$ cat src/sv/cnalu_pkg.sv
// shared types, codes and helpers of the complex number alu
`default_nettype none
package cnalu_pkg;

    localparam int FRAC_BITS_DEF = 16;

    typedef logic [2:0] action_t;
    localparam action_t ACT_ADD  = 3'd0;
    localparam action_t ACT_SUB  = 3'd1;
    localparam action_t ACT_MUL  = 3'd2;
    localparam action_t ACT_DIV  = 3'd3;
    localparam action_t ACT_POW  = 3'd4;
    localparam action_t ACT_CONJ = 3'd5;
    localparam action_t ACT_NEG  = 3'd6;
    localparam action_t ACT_PLUS = 3'd7;

    localparam int QUOT_CAP_BIT = 40;

    typedef struct packed {
        logic load;
        logic simple;
        logic mul_step;
        logic sum;
        logic red;
        logic div_init;
        logic div_step;
        logic div_fin;
        logic out_load;
    } cmd_t;

    typedef struct packed {
        logic is_simple;
        logic is_div;
        logic mul_last;
        logic rounds_last;
        logic div_last;
    } stat_t;

    // returns {clipped, value} for a sign and magnitude
    function automatic logic [32:0] sat_smag(input logic neg, input logic [64:0] mag);
        logic [32:0] r;
        if (!neg)
        begin
            if (mag > 65'h0_7FFF_FFFF)
                r = {1'b1, 32'h7FFF_FFFF};
            else
                r = {1'b0, mag[31:0]};
        end
        else
        begin
            if (mag > 65'h0_8000_0000)
                r = {1'b1, 32'h8000_0000};
            else
                r = {1'b0, 32'd0 - mag[31:0]};
        end
        return r;
    endfunction

    // returns {clipped, value} for a 33-bit sum
    function automatic logic [32:0] sat33(input logic [32:0] v);
        logic [32:0] r;
        if (v[32] != v[31])
            r = {1'b1, (v[32] ? 32'h8000_0000 : 32'h7FFF_FFFF)};
        else
            r = {1'b0, v[31:0]};
        return r;
    endfunction

endpackage
`default_nettype wire

$ cat src/sv/cnalu_ctrl.sv
// controller: sequences one operation and owns the output valid
`default_nettype none
module cnalu_ctrl
    import cnalu_pkg::*;
(
    input  wire logic  clk,
    input  wire logic  rst_n,
    input  wire logic  in_valid,
    output logic       in_ready,
    output logic       out_valid,
    input  wire logic  out_ready,
    input  wire stat_t stat,
    output cmd_t       cmd
);

    typedef enum logic [8:0] {
        S_IDLE     = 9'b000000001,
        S_DECODE   = 9'b000000010,
        S_MUL      = 9'b000000100,
        S_SUM      = 9'b000001000,
        S_RED      = 9'b000010000,
        S_DIV_INIT = 9'b000100000,
        S_DIV_STEP = 9'b001000000,
        S_DIV_FIN  = 9'b010000000,
        S_OUT      = 9'b100000000
    } state_t;

    state_t state_reg, state_next;
    logic out_valid_reg, out_valid_next;

    always_comb
    begin
        cmd = '0;
        state_next = state_reg;
        out_valid_next = out_valid_reg && !out_ready;
        unique case (state_reg)
            S_IDLE:
            begin
                if (in_valid)
                begin
                    cmd.load = 1'b1;
                    state_next = S_DECODE;
                end
            end
            S_DECODE:
            begin
                if (stat.is_simple)
                begin
                    cmd.simple = 1'b1;
                    state_next = S_OUT;
                end
                else
                    state_next = S_MUL;
            end
            S_MUL:
            begin
                cmd.mul_step = 1'b1;
                if (stat.mul_last)
                    state_next = S_SUM;
            end
            S_SUM:
            begin
                cmd.sum = 1'b1;
                state_next = stat.is_div ? S_DIV_INIT : S_RED;
            end
            S_RED:
            begin
                cmd.red = 1'b1;
                state_next = stat.rounds_last ? S_OUT : S_MUL;
            end
            S_DIV_INIT:
            begin
                cmd.div_init = 1'b1;
                state_next = S_DIV_STEP;
            end
            S_DIV_STEP:
            begin
                cmd.div_step = 1'b1;
                if (stat.div_last)
                    state_next = S_DIV_FIN;
            end
            S_DIV_FIN:
            begin
                cmd.div_fin = 1'b1;
                state_next = S_OUT;
            end
            S_OUT:
            begin
                if (!out_valid_reg || out_ready)
                begin
                    cmd.out_load = 1'b1;
                    out_valid_next = 1'b1;
                    state_next = S_IDLE;
                end
            end
            default:
            begin
                state_next = S_IDLE;
            end
        endcase
    end

    always_ff @(posedge clk or negedge rst_n)
    begin
        if (!rst_n)
        begin
            state_reg     <= S_IDLE;
            out_valid_reg <= 1'b0;
        end
        else
        begin
            state_reg     <= state_next;
            out_valid_reg <= out_valid_next;
        end
    end

    assign in_ready  = (state_reg == S_IDLE);
    assign out_valid = out_valid_reg;

endmodule
`default_nettype wire

$ cat config.mk
export PLATFORM = sky130hd
export DESIGN_NAME = cnalu_ctrl
export DESIGN_NICKNAME = d
export VERILOG_FILES = /design/src/sv/cnalu_pkg.sv /design/src/sv/cnalu_ctrl.sv
export SDC_FILE = /design/constraint.sdc
export NUM_CORES = 1
export LEC_CHECK = 0
export BUFFER_PORTS_ARGS = -buffer_cell sky130_fd_sc_hd__buf_2
export CAP_MARGIN = 0
export CORE_MARGIN = 5
export CORE_UTILIZATION = 51
export CTS_BUF_LIST = sky130_fd_sc_hd__clkbuf_4 sky130_fd_sc_hd__clkbuf_8 sky130_fd_sc_hd__clkbuf_16
export DETAILED_ROUTE_END_ITERATION = 8
export PLACE_DENSITY = 0.77
export SYNTH_ARGS = -nofsm -noshare
export SYNTH_HDL_FRONTEND = slang
export SYNTH_SLANG_ARGS = --single-unit
$ cat constraint.sdc
create_clock -name clk -period 1.73 [get_ports clk]
set_input_delay 0.0865 -clock clk [delete_from_list [all_inputs] [get_ports clk]]
set_output_delay 0.0865 -clock clk [all_outputs]
set_load 0.03 [all_outputs]
==> After elaboration in Yosys (flattened, before gate mapping) <==
Index checks and enable logic that the tools add are counted.
{ "totals": {"reg_bits": 10, "inputBits": 9, "out_inout_bits": 11} }
{ "op_classes": {"eq_ne": 13, "muxes": 22, "reduce_logical": 5} }
{ "ops": {"columns": ["op", "count"], "rows": [
  ["one-hot mux 9 bit (9 select lines)", 1],
  ["two-way mux 9 bit", 6],
  ["two-way mux 1 bit", 14],
  ["== test 9 x 1 -> 1 bit, second input constant", 1],
  ["== test 9 x 2 -> 1 bit, second input constant", 1],
  ["== test 9 x 3 -> 1 bit, second input constant", 1],
  ["== test 9 x 4 -> 1 bit, second input constant", 1],
  ["== test 9 x 5 -> 1 bit, second input constant", 1],
  ["== test 9 x 6 -> 1 bit, second input constant", 1],
  ["== test 9 x 7 -> 1 bit, second input constant", 1],
  ["== test 9 x 8 -> 1 bit, second input constant", 1],
  ["== test 9 bit, second input constant", 1],
  ["!= test 2 bit, second input constant", 4],
  ["two-way mux 6 bit", 1],
  ["AND reduction 4 bit", 1],
  ["zero test 1 bit", 2],
  ["logical AND 1 bit", 1],
  ["logical OR 1 bit", 1]
]} }

==> Logic depth before layout (Yosys ltp) <==
Gate-level depths: netlist of the first run.
{ "depth": {"depth_word": 4, "ltp_mapped": 6} }

==> Least setup slack after synthesis of the first run <==
OpenSTA, ideal clock, no wires.
{ "synth_timing": {"kind": "flip-flop to flip-flop", "startpoint": "reg state_reg[8]", "endpoint": "reg state_reg[5]", "setup_ns": 0.069, "arrival_time_ns": 1.754, "t_required_ns": 1.661, "slack_ns": -0.093, "stages_incl_launch_ff": 6, "n_path_buf": 1, "synth_period_minus_slack_ns": 1.823, "path_cell_list": "dfrtp_1 > buf_6 > nor4_2 > nand2_1 > nor4b_2 > and2_1"} }
{ "synth_between": {"elab_chain_cells": 3, "word_cells_on_any_way": 15, "classes_between": "13 x eq/ne; 1 x mux; 1 x reduce/logical"} }
{ "synth_lines": {"columns": ["element", "line_no", "text"], "rows": [
  ["start: declaration", "cnalu_ctrl.sv:28", "state_t state_reg, state_next;"],
  ["start signal: assignment", "cnalu_ctrl.sv:112", "state_reg <= state_next;"],
  ["== test 9 bit (tied with other cells)", "cnalu_ctrl.sv:36", "unique case (state_reg)"],
  ["!= test 2 bit (no line)", null, null],
  ["AND reduction 4 bit (no line)", null, null]
]} }
Parallel ways exist; a longest one is shown, timed or not.
A chain may end at the register's enable or synchronous reset.

==> results.ini, run 1 <==
[power_and_ir_drop]
p_leak_nw = 0.586
finalPower_mw = 1.48
ir_worst_vdd_uv = 828
powerDensity_nw_per_um2 = 1270

[routing]
wire_per_inst_um = 17.6
detail-route-antenna-nets = 0
routed_wl_um = 2490
viasPerCell = 6.19
drt_iter0_drc = 38
first_pass_iters = 4
vias = 873
drt_drc_violations_left = 0

[status]
status = finished with violations
violations = negative setup slack

[floorplan]
die_width_um = 49.3
io_pins = 20
row_count = 14
fp.dieArea_um2 = 2430
core_um2 = 1490
die_height_um = 49.3
initial_core_util = 0.528

[yosys]
synth_ff_type = dfrtp_1
ys_seq_area_frac = 0.320
syn-num-nets = 96
synthCells = 87
yosysWarnings = 0
ys_async_sr_fraction = 1.00
syn_area_per_cell_um2 = 9.03
synth_area_um2 = 786
synth-edff-count = 0
ys_ff_latch = 10
ys_types = 38

[clock_network]
numCtsBuffers = 3
htreeDepth = 1
clockRootBuffer = clkbuf_4
insertion_delay_ns = 0.27
cts_sinks = 10
clk_path_buf_depth = 2
clk_pin_slew_worst_paths_ns = 0.07
cts_tree = done

[place]
place_congestion = 0.851
port_buffers = 19
hpwl_um = 1580
dp_cells = 126
dpl_cell_area_um2 = 951
pre_cts_ws_ns = 0.186

[sta]
worstMarginPinSlew_ns = 0.391
slew_headroom = 0.736
rsz0062_at_grt = true
finalClockSkew_ns = 0.00346
fin_crit_sh = 1.03
finalMaxSlewViolations = 0
fin_hold_ws_ns = 0.0330
finalCriticalPeriod_ns = 1.78
hold_violations = 0
tns_ns = -0.0690
max_freq_mhz = 563
finalSetupViolCount = 2
setup_ws_ns = -0.0454

[setup_path]
path_max_fanout = 3
path_class = flop to output port
crit_required_ns = 1.64
timing.rr.start = state_reg[3]$_DFFE_PN0P_
crit_slowest_cell = dfrtp_1
cp_cell_sequence = nor4_4 -> and2_4 -> nor3b_4 -> and2_4 -> buf_6
arrival_ns = 1.69
slowest_delay_ns = 0.42
crit_top_cell = and2_4
endpoint_kind = output port
critPathLaunchType = flop
startpoint = state_reg[4]$_DFFE_PN0P_

[finish]
largest_register_ffs = 9
final_util = 0.787
nNetsFinal = 135
mostFrequentLayoutCell = buf_4
final_cell_mix = buf_4, buf_2, nor2_1, buf_6
final_cells = 141
drive_gt1_frac = 0.528
antenna_cells = 0
fillers = 95
final_cell_area_um2 = 1170
area_delta_synth_final_pct = 49.0

[global_route]
grt_first_pass_wirelength_um = 3510
grt_start_max_net_pins = 11
grt_usage = 0.182
antenna_found_initial = 0
grt_pass1_vias = 812
grt_overflow_total = 0

[worst_hold_path]
hp-start = stat[3]
min_path_type = input port to flop

[flow_run]
timing.max_cap.violations = 0

critical path, delay by kind of cell, from the launching register on:
family / cells / cell delay, ns
buf+inv: 1 / 0.12
simple gates: 4 / 0.89
flops: 1 / 0.42
cell usage after synthesis (3+ instances only):
library cell / instances / area, µm²
nand3_1: 5 / 25.0
xor2_1: 3 / 26.3
nor2_1: 10 / 37.5
nor4_1: 3 / 18.8
inv_1: 3 / 11.3
dfrtp_1: 9 / 225
nand4_1: 6 / 37.5
and2_1: 5 / 31.3
buf_2: 5 / 25.0
nand2_1: 3 / 11.3
kinds of logic after synthesis:
family                 after synthesis  share of synthesized area
AO/OA/AOI/OAI                        9                     0.0812
XOR/XNOR                             3                     0.0334
buffers and inverters               10                     0.0828
flip-flops                          10                      0.320
AND/OR/NAND/NOR                     55                      0.483
per-layer routing:
metal	vias to the layer above	track usage	wire [µm]	share of wire
met5	-	0	0	0
met4	0	0.0628	49	0.020
met3	11	0.0673	182	0.073
met2	56	0.322	1330	0.54
met1	411	0.194	920	0.37
li1	395	-	-	-
repair_timing:
| item | 4_1_cts | 5_1_grt |
|---|---|---|
| gates resized for setup | 11 | 21 |
| pin swaps | 6 | 6 |
| hold endpoints to repair | 10 | 0 |
| buffers inserted | 4 | 6 |
| cloned | 0 | 0 |
| endpoints found under the setup margin | 4 | 9 |
| hold buffers | 1 | 0 |
where the power goes:
part | internal [mW] | leakage, nW | switching [mW]
combinational | 0.469 | 0.435 | 0.444
clock | 0.128 | 0.0210 | 0.0861
sequential | 0.284 | 0.130 | 0.0708
total | 0.881 | 0.586 | 0.601
area by class of cell:
type,instances,area (µm²),share of cell area
timing repair buffer,40,303,0.259
clock buffer,4,36.3,0.0310
inverter,4,28.8,0.0246
sequential,10,255,0.218
tap,16,20.0,0.0171
multi-input combinational,67,528,0.451
final timing paths:
path / to / slack (ns) / cells after the start
max: cmd[8] / -0.05 / 5
max reg2reg: state_reg[3]$_DFFE_PN0P_ / 0.12 / 7
max in group asynchronous: state_reg[0]$_DFFE_PN1P_ / 1.27 / 2
min in group asynchronous: out_valid$_DFF_PN0_ / 0.20 / 2
min: state_reg[5]$_DFFE_PN0P_ / 0.03 / 2
min reg2reg: out_valid$_DFF_PN0_ / 0.73 / 2
Power figures use the tool's default switching activity.
==> inputs of run 2 (changes only) <==
CORE_UTILIZATION = 45   (was 51)
PLACE_DENSITY = 0.69   (was 0.77)
==> run 2 against run 1 <==
Effect of this change: total power grew 5.3%; via count shrank 6.0%; final area grew 0.32%; critical path depth shrank 1; clock-buffer cell count is the same; largest power group unchanged; the flow still finishes with violations (negative setup slack).
==> results.ini, run 2 (synthesized netlist as in run 1, its figures left out) <==
[status]
status = finished with violations
violations = negative setup slack

[routing]
first_pass_iters = 4
drt_drc_violations_left = 0
routed_wl_um = 2150
detail-route-antenna-nets = 0
vias = 821
viasPerCell = 5.78
drt_iter0_drc = 11
wire_per_inst_um = 15.2

[global_route]
grt_start_max_net_pins = 11
antenna_found_initial = 0
grt_overflow_total = 0
grt_usage = 0.183
grt_first_pass_wirelength_um = 3640
grt_pass1_vias = 809

[place]
hpwl_um = 1540
pre_cts_ws_ns = 0.187
port_buffers = 19
place_congestion = 0.805

[clock_network]
clockRootBuffer = clkbuf_4
cts_sinks = 10
clk_path_buf_depth = 2
numCtsBuffers = 3
cts_tree = done
htreeDepth = 1
clk_pin_slew_worst_paths_ns = 0.07
insertion_delay_ns = 0.28

[sta]
rsz0062_at_grt = true
finalMaxSlewViolations = 0
finalSetupViolCount = 2
worstMarginPinSlew_ns = 0.354
finalClockSkew_ns = 0.00601
finalCriticalPeriod_ns = 1.79
fin_crit_sh = 1.03
setup_ws_ns = -0.0592
fin_hold_ws_ns = 0.0130
slew_headroom = 0.761
tns_ns = -0.0899
hold_violations = 0
max_freq_mhz = 559

[finish]
final_util = 0.696
final_cell_mix = buf_4, buf_2, nor2_1, buf_6
drive_gt1_frac = 0.504
mostFrequentLayoutCell = buf_4
antenna_cells = 0
area_delta_synth_final_pct = 49.5
largest_register_ffs = 9
nNetsFinal = 135

[power_and_ir_drop]
ir_worst_vdd_uv = 656
p_switching_uw = 619
p_leak_nw = 0.594
intPower_uw = 942
pwr-share-seq = 0.223
sw_frac_of_total = 0.397
power_frac_comb = 0.630
finalPower_mw = 1.56
clockPowerShare = 0.146
powerDensity_nw_per_um2 = 1330

[setup_path]
r2r_slack_ns = 0.10
rr_worst_depth = 6
critPathLaunchType = flop
path_max_fanout = 4
arrival_ns = 1.70
path_class = flop to output port
slowest_delay_ns = 0.46
crit_slowest_cell = dfrtp_2
timing.rr.end = state_reg[8]$_DFFE_PN0P_
cp_cell_sequence = nor4_4 -> nand2_1 -> nor4b_4 -> buf_6
endpoint = cmd[5]
endpoint_kind = output port
crit_required_ns = 1.64
startpoint = state_reg[5]$_DFFE_PN0P_
timing.rr.start = state_reg[0]$_DFFE_PN1P_

[floorplan]
row_count = 15
fp.dieArea_um2 = 2680
die_height_um = 51.8
core_um2 = 1690
io_pins = 20
initial_core_util = 0.465
die_width_um = 51.8

[flow_run]
timing.max_cap.violations = 0

[worst_hold_path]
min_path_type = input port to flop

## run 2: worst min path at each step
stage	from	to	slack [ns]	cells past startpoint
after floorplan	rst_n	out_valid$_DFF_PN0_	-0.21	0
after global placement	rst_n	state_reg[8]$_DFFE_PN0P_	-0.04	1
after detailed placement	rst_n	state_reg[2]$_DFFE_PN0P_	-0.04	1
after CTS	stat[1]	state_reg[2]$_DFFE_PN0P_	0.01	2
after global routing	stat[1]	state_reg[2]$_DFFE_PN0P_	0.04	2
final	stat[1]	state_reg[2]$_DFFE_PN0P_	0.01	2
## run 2: repair_timing
item | 4_1_cts | 5_1_grt
gates cloned | 0 | 0
resized for setup | 11 | 22
setup buffers | 4 | 7
hold buffers | 1 | 0
pin swaps | 5 | 6
setup endpoints to repair | 6 | 8
endpoints found under the hold margin | 10 | 0
## run 2: per-stage QoR
step / cell area (µm²) / std cells
after detailed placement: 945 / 126
after global routing: 1170 / 142
final: 1170 / 142
after floorplan: 797 / 87
after global placement: 945 / 126
after CTS: 1060 / 135
## run 2: power by group through the flow
stage	sequential, mW	combinational (mW)	clock [mW]
after floorplan	0.327	0.563	0
after global placement	0.347	0.695	0
after detailed placement	0.345	0.708	0
after CTS	0.351	0.792	0.229
after global routing	0.355	1.06	0.238
final	0.349	0.984	0.229
## run 2: worst max-delay path, delay by kind of cell (launching register included)
family | cells | cell delay [ns]
simple gates | 3 | 0.79
flops | 1 | 0.46
buf+inv | 1 | 0.18
## run 2: final cells by class
class	instances	area, µm²
clock buffer	4	36.3
fill	136	514
inverter	4	28.8
sequential	10	255
tap	17	21.3
timing repair buffer	40	318
multi-input combinational	67	515
## run 2: routing by layer
metal  share of wire  vias to the layer above  GRT usage
li1                -                      394          -
met1            0.42                      390      0.195
met2            0.48                       30      0.328
met3           0.071                        7     0.0573
met4           0.026                        0     0.0830
met5               0                        -          0
